**src/cbpg_pkg.sv**
```systemverilog
package cbpg_pkg;

  // Field widths
  localparam int COORD_WIDTH = 16;
  localparam int SEG_W       = 6;
  localparam logic [SEG_W-1:0] MAX_SEGMENTS = SEG_W'(63);

  // Curve parameter t in Q0.16, one extra bit so that 1.0 fits
  localparam int T_W = 17;
  localparam logic [T_W-1:0] T_ONE = {1'b1, {(T_W-1){1'b0}}};

  // Bernstein weights: products of three Q0.16 values, Q0.48 with 1.0 included
  localparam int SQ_W    = 2 * T_W - 1;
  localparam int MUL_P_W = SQ_W + T_W;
  localparam int W_FRAC  = 3 * (T_W - 1);
  localparam int W_W     = W_FRAC + 1;

  // Weight x coordinate is done in two halves of the weight
  localparam int LO_W   = W_W / 2;
  localparam int PART_W = W_W - LO_W + 1;
  localparam int PROD_W = PART_W + COORD_WIDTH;
  localparam int ACC_W  = W_W + COORD_WIDTH;
  localparam logic [ACC_W-1:0] ACC_BIAS =
    {{(ACC_W-W_FRAC){1'b0}}, 1'b1, {(W_FRAC-1){1'b0}}};

  // Sequencer step counts
  localparam int STEP_W    = 5;
  localparam int DIV_STEPS = T_W;
  localparam int WGT_STEPS = 7;
  localparam int MAC_STEPS = 9;
  localparam int DIV_SPAN  = DIV_STEPS + 1;
  localparam logic [STEP_W-1:0] DIV_LAST = STEP_W'(DIV_STEPS - 1);
  localparam logic [STEP_W-1:0] WGT_LAST = STEP_W'(WGT_STEPS - 1);
  localparam logic [STEP_W-1:0] MAC_LAST = STEP_W'(MAC_STEPS - 1);
  localparam logic [STEP_W-1:0] STEP_ZERO = '0;

  // Weight step codes, issued in this order
  localparam logic [2:0] WS_UU = 3'd0;
  localparam logic [2:0] WS_TU = 3'd1;
  localparam logic [2:0] WS_TT = 3'd2;
  localparam logic [2:0] WS_W0 = 3'd3;
  localparam logic [2:0] WS_W1 = 3'd4;
  localparam logic [2:0] WS_W2 = 3'd5;
  localparam logic [2:0] WS_W3 = 3'd6;

  typedef logic [3:0][2:0][COORD_WIDTH-1:0] pts_t;

  typedef enum logic [2:0] {
    ST_IDLE,
    ST_DIV,
    ST_WGT,
    ST_MAC,
    ST_EMIT
  } state_e;

  typedef struct packed {
    logic       load;
    logic       div_step;
    logic       wgt_step;
    logic       acc_init;
    logic       mac_mul;
    logic       mac_add;
    logic       emit;
    logic       advance;
    logic [2:0] sel;
  } cmd_t;

  typedef struct packed {
    logic out_free;
    logic last;
  } sts_t;

endpackage

```
**src/cbpg_ctrl.sv**
```systemverilog
module cbpg_ctrl (
  input  logic            clk_i,
  input  logic            rst_ni,
  input  logic            in_valid_i,
  output logic            in_ready_o,
  input  cbpg_pkg::sts_t  sts_i,
  output cbpg_pkg::cmd_t  cmd_o
);

  cbpg_pkg::state_e state_q, state_d;
  logic [cbpg_pkg::STEP_W-1:0] step_q, step_d;

  always_ff @(posedge clk_i or negedge rst_ni) begin
    if (!rst_ni) begin
      state_q <= cbpg_pkg::ST_IDLE;
      step_q  <= cbpg_pkg::STEP_ZERO;
    end else begin
      state_q <= state_d;
      step_q  <= step_d;
    end
  end

  // Next state and step count
  always_comb begin
    state_d = state_q;
    step_d  = step_q + cbpg_pkg::STEP_W'(1);
    case (state_q)
      cbpg_pkg::ST_IDLE: begin
        step_d = cbpg_pkg::STEP_ZERO;
        if (in_valid_i) begin
          state_d = cbpg_pkg::ST_DIV;
        end
      end
      cbpg_pkg::ST_DIV: begin
        if (step_q == cbpg_pkg::DIV_LAST) begin
          state_d = cbpg_pkg::ST_WGT;
          step_d  = cbpg_pkg::STEP_ZERO;
        end
      end
      cbpg_pkg::ST_WGT: begin
        if (step_q == cbpg_pkg::WGT_LAST) begin
          state_d = cbpg_pkg::ST_MAC;
          step_d  = cbpg_pkg::STEP_ZERO;
        end
      end
      cbpg_pkg::ST_MAC: begin
        if (step_q == cbpg_pkg::MAC_LAST) begin
          state_d = cbpg_pkg::ST_EMIT;
          step_d  = cbpg_pkg::STEP_ZERO;
        end
      end
      cbpg_pkg::ST_EMIT: begin
        step_d = cbpg_pkg::STEP_ZERO;
        if (sts_i.out_free) begin
          state_d = sts_i.last ? cbpg_pkg::ST_IDLE : cbpg_pkg::ST_WGT;
        end
      end
      default: begin
        state_d = cbpg_pkg::ST_IDLE;
        step_d  = cbpg_pkg::STEP_ZERO;
      end
    endcase
  end

  // Commands to the datapath
  always_comb begin
    cmd_o      = '0;
    in_ready_o = 1'b0;
    case (state_q)
      cbpg_pkg::ST_IDLE: begin
        in_ready_o = 1'b1;
        cmd_o.load = in_valid_i;
      end
      cbpg_pkg::ST_DIV: begin
        cmd_o.div_step = 1'b1;
      end
      cbpg_pkg::ST_WGT: begin
        // weight step codes follow the step count
        cmd_o.wgt_step = 1'b1;
        cmd_o.sel      = step_q[2:0];
        cmd_o.acc_init = (step_q == cbpg_pkg::WGT_LAST);
      end
      cbpg_pkg::ST_MAC: begin
        // multiply term (step), add the term of the step before
        cmd_o.sel     = step_q[2:0];
        cmd_o.mac_mul = (step_q != cbpg_pkg::MAC_LAST);
        cmd_o.mac_add = (step_q != cbpg_pkg::STEP_ZERO);
      end
      cbpg_pkg::ST_EMIT: begin
        cmd_o.emit    = sts_i.out_free;
        cmd_o.advance = sts_i.out_free && !sts_i.last;
      end
      default: begin
        cmd_o = '0;
      end
    endcase
  end

  a_div_span: assert property (@(posedge clk_i) disable iff (!rst_ni)
    (state_q == cbpg_pkg::ST_IDLE && in_valid_i)
      |-> ##(cbpg_pkg::DIV_SPAN) (state_q == cbpg_pkg::ST_WGT))
    else $error("divider phase has wrong length");

  a_emit_hold: assert property (@(posedge clk_i) disable iff (!rst_ni)
    (state_q == cbpg_pkg::ST_EMIT && !sts_i.out_free) |=> (state_q == cbpg_pkg::ST_EMIT))
    else $error("point dropped while output is blocked");

endmodule

```
**config.mk**
```make
export PLATFORM = sky130hd
export DESIGN_NAME = cbpg_ctrl
export DESIGN_NICKNAME = d
export VERILOG_FILES = /design/src/cbpg_pkg.sv /design/src/cbpg_ctrl.sv
export SDC_FILE = /design/constraint.sdc
export NUM_CORES = 1
export LEC_CHECK = 0
export ABC_AREA = 1
export BUFFER_PORTS_ARGS = -buffer_cell sky130_fd_sc_hd__buf_2
export CORE_UTILIZATION = 45
export CTS_CLUSTER_SIZE = 30
export DETAILED_ROUTE_END_ITERATION = 16
export PLACE_DENSITY = 0.71
export SLEW_MARGIN = 20
export SYNTH_ARGS = -nofsm -noshare
export SYNTH_HDL_FRONTEND = slang
export SYNTH_SLANG_ARGS = --single-unit
```
**constraint.sdc**
```tcl
create_clock -name clk_i -period 1.49 [get_ports clk_i]
set_clock_uncertainty 0.05 [all_clocks]
set_input_delay 0.149 -clock clk_i [delete_from_list [all_inputs] [get_ports clk_i]]
set_output_delay 0.149 -clock clk_i [all_outputs]
set_load 0.02 [all_outputs]
```
==> results of run 1 <==
[worst register-to-register path, stage by stage, from the launching register on]
cell and delay (ns):
dfrtp_1 0.39, inv_2 0.11, ha_4 0.16, nand2_2 0.05
inv_2 0.05, nand2_2 0.05, nand2_4 0.08, nand2_4 0.06
nor2_4 0.17, buf_4 0.14, nor2_1 0.03
[metrics by stage]
step / power [uW] / utilization, % / std cells / instance area, um^2 / setup TNS (ns)
after CTS: 1660 / 63.7 / 121 / 746 / 0
after global placement: 1400 / 58.1 / 115 / 681 / 0
after floorplan: 1200 / - / 86 / 592 / 0
after detailed placement: 1420 / 58.1 / 115 / 681 / 0
final: 1970 / 73.1 / 127 / 856 / -0.00465
after global routing: 2130 / 73.1 / 127 / 856 / -0.216
[logic make-up after synthesis]
family / Yosys count / synth area share (%)
flops: 8 / 33.8
xor+xnor: 3 / 4.44
fa+ha+maj: 3 / 6.34
simple gates: 51 / 40.4
compound gates: 1 / 0.845
buf+inv: 20 / 14.2
[synth_stat cells]
| cell type | number | area share, % |
|---|---|---|
| buf_6 | 1 | 1.9 |
| xor2_1 | 2 | 3.0 |
| xnor2_1 | 1 | 1.5 |
| buf_2 | 1 | 0.84 |
| inv_1 | 17 | 11 |
| ha_1 | 3 | 6.3 |
| inv_2 | 1 | 0.63 |
| o21ai_0 | 1 | 0.84 |
| dfrtp_1 | 8 | 34 |
| nor2_1 | 15 | 9.5 |
| nor3_2 | 1 | 1.7 |
| nor2_4 | 1 | 1.9 |
| nand3b_1 | 2 | 2.5 |
| nand2_2 | 2 | 2.1 |
| nor3_1 | 2 | 1.7 |
| nor2_2 | 2 | 2.1 |
| nand3_1 | 9 | 7.6 |
| or2_1 | 1 | 1.1 |
| nand2_1 | 16 | 10 |
[state kept, by name, summed over array words and instances, names as in the netlist]
signal and cells:
step_q 5, state_q 3
[metal layers]
layer	track usage (%)	share of wire, %	vias to the layer above
met5	0	0	-
met2	25.8	47	12
met4	13.4	1.7	0
met3	3.49	2.7	4
li1	-	-	317
met1	25.9	48	276
[worst max path at each step]
stage / startpoint / end / slack [ns]
final: step_q[0]$_DFF_PN0_ / cmd_o[6] / -0.005
after global routing: step_q[1]$_DFF_PN0_ / cmd_o[7] / -0.06
after CTS: step_q[1]$_DFF_PN0_ / cmd_o[7] / 0.0007
after detailed placement: step_q[1]$_DFF_PN0_ / step_q[3]$_DFF_PN0_ / 0.008
after global placement: step_q[1]$_DFF_PN0_ / step_q[3]$_DFF_PN0_ / 0.03
after floorplan: state_q[2]$_DFFE_PN0P_ / step_q[3]$_DFF_PN0_ / 0.01
[area by class of cell]
cell class,count,area [um^2]
Multi-Input combinational cell,58,368
Fill cell,96,315
Sequential cell,8,204
Timing Repair Buffer,26,176
Inverter,18,67.6
Clock buffer,3,22.5
Tap cell,14,17.5
[what timing repair did]
action,in CTS,in global routing
gates resized for setup,7,24
endpoints found under the setup margin,4,13
endpoints found under the hold margin,8,0
cloned,0,0
buffers inserted,2,6
hold buffers,1,0
pin swaps,2,8
[power by group through the flow]
stage | sequential, uW | clock (uW) | combinational (uW)
6_report | 447 | 159 | 1360
4_1_cts | 424 | 169 | 1070
3_3_place_gp | 426 | 0 | 976
5_1_grt | 460 | 179 | 1490
2_1_floorplan | 366 | 0 | 831
3_5_place_dp | 429 | 0 | 993
==> flow_metrics.env, run 1 <==
export IMPL_drt_wl_total_um=1280
export IMPL_swShare_pct=49.8
export IMPL_place_congestion=0.678
export IMPL_pwr_share_clk_pct=8.1
export IMPL_ys_types=19
export IMPL_period_share_pct=100
export IMPL_rrSetupSlack_ns=0.03
export IMPL_die_area_um2=1460
export IMPL_numPortBuffers=16
export IMPL_setup_viol=1
export IMPL_cts_tree="yes"
export IMPL_ctsHtreeMaxLevel=1
export IMPL_regToRegStartpoint="step_q[0]$_DFF_PN0_"
export IMPL_setup_worst_path_end_class="output pin"
export IMPL_status="finished, violations left"
export IMPL_irDropWorstVdd_uv=1070
export IMPL_worstPathMaxFanout=3
export IMPL_die_w_um=38.3
export IMPL_final_common_cell="nor2_1"
export IMPL_rows=12
export IMPL_clkTransAtPathRegs_ns=0.05
export IMPL_yosysWarnings=0
export IMPL_drt_iter0_drc=7
export IMPL_whs_endpoint="state_q[2]$_DFFE_PN0P_"
export IMPL_cp_cell_sequence="inv_2 -> ha_4 -> nand2_2 -> inv_2 -> nand2_2 -> nand2_4 -> inv_2 -> buf_6"
export IMPL_insertedDiodeCount=0
export IMPL_track_usage_pct=18.7
export IMPL_drtPass1Iterations=4
export IMPL_whs_ns=0.187
export IMPL_hold_class="in2reg"
export IMPL_r2r_cells=10
export IMPL_max_slew_margin_pct=83.8
export IMPL_p_switching_uw=979
export IMPL_clockBufferDepth=2
export IMPL_vias=609
export IMPL_violations="setup timing"
export IMPL_arrival_ns=1.30
export IMPL_required_ns=1.29
export IMPL_min_period_ns=1.49
export IMPL_setup_slack_ns=-0.00465
export IMPL_crit_buf_inv=4
export IMPL_synth_seq_cells=8
export IMPL_path_depth=8
export IMPL_ant_nets=0
export IMPL_max_freq_mhz=669
export IMPL_reg2reg_to="step_q[2]$_DFF_PN0_"
export IMPL_grt_pass1_vias=451
export IMPL_pwr_share_comb_pct=69.2
export IMPL_critPathTopFamily="flip-flops"
export IMPL_cts_sinks=8
export IMPL_place_ws_ns=0.00826
export IMPL_power_internal_uw=989
export IMPL_rsz0062_at_grt="true"
export IMPL_vias_per_cell=4.80
export IMPL_dp_hpwl_um=870
export IMPL_p_leak_uw=0.000475
export IMPL_die_y_um=38.3
export IMPL_wl_per_cell_um=10.1
export IMPL_synthCells=86
export IMPL_clockRootBuffer="clkbuf_4"
export IMPL_ys_seq_area_share_pct=33.8
export IMPL_critical_path_class="reg2out"
export IMPL_worstMarginPinSlew_ns=0.241
export IMPL_grt_max_degree=10
export IMPL_syn_avg_cell_area_um2=6.88
export IMPL_hold_viol_final=0
export IMPL_max_cap_violations=0
export IMPL_layout_drive_gt1_share_pct=48.7
export IMPL_syn_area_um2=592
export IMPL_cpMostUsedCell="inv_2"
export IMPL_whs_path_depth=4
export IMPL_cp_start_kind="flop"
export IMPL_drc=0
export IMPL_fin_nets=123
export IMPL_worstHoldStart="sts_i[1]"
export IMPL_synthesis_nets=94
export IMPL_num_io_pins=17
export IMPL_grt_first_pass_wirelength_um=1810
export IMPL_initial_utilization_pct=50.5
export IMPL_antenna_found_initial=0
export IMPL_clock_latency_ns=0.25
export IMPL_core_area_um2=1170
export IMPL_slew_violations=0
export IMPL_syn_to_final_growth_pct=44.6
export IMPL_final_cell_mix="nor2_1 (14), buf_2 (13), inv_1 (11)"
export IMPL_gr_total_overflow=0
export IMPL_power_frac_seq_pct=22.7
export IMPL_slowest_stage="dfrtp_1"
export IMPL_cts_buffers=3
export IMPL_cpPeakStageDelay_ns=0.39
export IMPL_power_density_nw_per_um2=2300
No activity file was read; power rests on OpenSTA's default activity.
==> run 2: changes to the inputs <==
Settings changed: SETUP_SLACK_MARGIN set to 0.15.
==> flow_metrics.env, run 2 (same netlist as run 1, synthesis figures left out) <==
export IMPL_status="finished, violations left"
export IMPL_violations="setup timing"
export IMPL_syn_to_final_growth_pct=65.8
export IMPL_cts_buffers=3
export IMPL_rows=12
export IMPL_clockRootBuffer="clkbuf_4"
export IMPL_grt_pass1_vias=548
export IMPL_hold_class="in2async"
export IMPL_setup_worst_path_end_class="output pin"
export IMPL_clock_latency_ns=0.25
export IMPL_insertedDiodeCount=0
export IMPL_fin_nets=127
export IMPL_core_area_um2=1170
export IMPL_cts_sinks=8
export IMPL_track_usage_pct=24.6
export IMPL_place_ws_ns=0.00854
export IMPL_nFillCells=75
export IMPL_top_regs="step_q: 5 flops, state_q: 3 flops"
export IMPL_period_share_pct=105
export IMPL_drt_iter0_drc=8
export IMPL_reg2reg_to="step_q[3]$_DFF_PN0_"
export IMPL_place_congestion=0.726
export IMPL_rrSetupSlack_ns=-0.03
export IMPL_clockBufferDepth=2
export IMPL_grt_max_degree=9
export IMPL_vias_per_cell=4.97
export IMPL_wl_per_cell_um=14.2
export IMPL_required_ns=1.29
export IMPL_worstMarginPinSlew_ns=0.312
export IMPL_setup_viol=6
export IMPL_final_cell_mix="buf_4 (14), inv_1 (11), nor2_1 (11)"
export IMPL_cts_tree="yes"
export IMPL_vias=651
export IMPL_power_density_nw_per_um2=2430
export IMPL_layout_drive_gt1_share_pct=57.3
export IMPL_die_y_um=38.3
export IMPL_num_io_pins=17
export IMPL_numPortBuffers=16
export IMPL_p_leak_uw=0.000517
export IMPL_largest_reg_flops=5
export IMPL_max_slew_margin_pct=79.2
export IMPL_arrival_ns=1.36
export IMPL_grt_first_pass_wirelength_um=2300
export IMPL_dp_hpwl_um=958
export IMPL_critPathLaunch="state_q[0]$_DFFE_PN0P_"
export IMPL_setup_slack_ns=-0.0738
export IMPL_power_total_uw=2380
export IMPL_die_area_um2=1460
export IMPL_cp_start_kind="flop"
export IMPL_r2r_cells=8
export IMPL_whs_ns=0.221
export IMPL_antenna_found_initial=0
export IMPL_final_common_cell="buf_4"
export IMPL_max_cap_violations=0
export IMPL_rsz0062_at_grt="true"
export IMPL_critical_path_class="reg2out"
export IMPL_ant_nets=0
export IMPL_slew_violations=0
export IMPL_initial_utilization_pct=50.5
export IMPL_regToRegStartpoint="state_q[0]$_DFFE_PN0P_"
export IMPL_min_period_ns=1.56
export IMPL_clkTransAtPathRegs_ns=0.05
export IMPL_drtPass1Iterations=6
export IMPL_largest_register="step_q"
export IMPL_hold_viol_final=0
export IMPL_drc=0
export IMPL_final_area_um2=981
export IMPL_worstPathMaxFanout=4
export IMPL_gr_total_overflow=0
export IMPL_max_freq_mhz=639
export IMPL_irDropWorstVdd_uv=1460
export IMPL_drt_wl_total_um=1860
export IMPL_ctsHtreeMaxLevel=1
export IMPL_die_w_um=38.3
export IMPL_place_area_um2=714
[run 2: metal layers]
metal / up-vias / track usage, % / wire [um]
met5: - / 0 / 0
met4: 0 / 18.8 / 61
met3: 6 / 3.49 / 63
met2: 26 / 37.7 / 942
met1: 299 / 30.9 / 792
li1: 320 / - / -
[run 2: timing repair]
action                     4_1_cts  5_1_grt
pin swaps                        7        9
setup endpoints to repair       20       20
hold endpoints to repair         8        0
setup buffers                    5        6
gates resized for setup         21       28
hold buffers                     1        0
[run 2: critical path: stages (launching register included)]
cell and delay [ns]:
dfrtp_1 0.44, nand2_1 0.12, nor2_2 0.17, buf_4 0.15, o21ai_1 0.06, inv_1 0.07
buf_6 0.11
[run 2: final cells by class]
class | count | area (um^2) | area share [%]
Inverter | 18 | 67.6 | 6.89
Tap cell | 14 | 17.5 | 1.79
Multi-Input combinational cell | 58 | 423 | 43.1
Sequential cell | 8 | 204 | 20.8
Timing Repair Buffer | 30 | 246 | 25.1
Clock buffer | 3 | 22.5 | 2.30
[run 2: power by group]
part | total (uW) | internal (uW) | switching (uW)
combinational | 1770 | 790 | 978
sequential | 459 | 311 | 148
clock | 157 | 91.6 | 65.2
[run 2: stage by stage]
| step | util (%) | instances | setup TNS (ns) |
|---|---|---|---|
| 6_report | 83.8 | 131 | -0.225 |
| 3_3_place_gp | 61.0 | 116 | 0 |
| 4_1_cts | 71.8 | 125 | -0.0101 |
| 3_5_place_dp | 61.0 | 116 | 0 |
| 2_1_floorplan | - | 86 | 0 |
| 5_1_grt | 83.8 | 131 | -0.718 |
[run 2: how the worst max path moves through the flow]
stage	slack [ns]	endpoint	depth (start not counted)
2_1_floorplan	0.13	step_q[3]$_DFF_PN0_	10
3_3_place_gp	0.07	step_q[3]$_DFF_PN0_	10
3_5_place_dp	0.009	step_q[3]$_DFF_PN0_	10
4_1_cts	-0.01	cmd_o[6]	8
5_1_grt	-0.12	cmd_o[5]	6
6_report	-0.07	cmd_o[5]	6
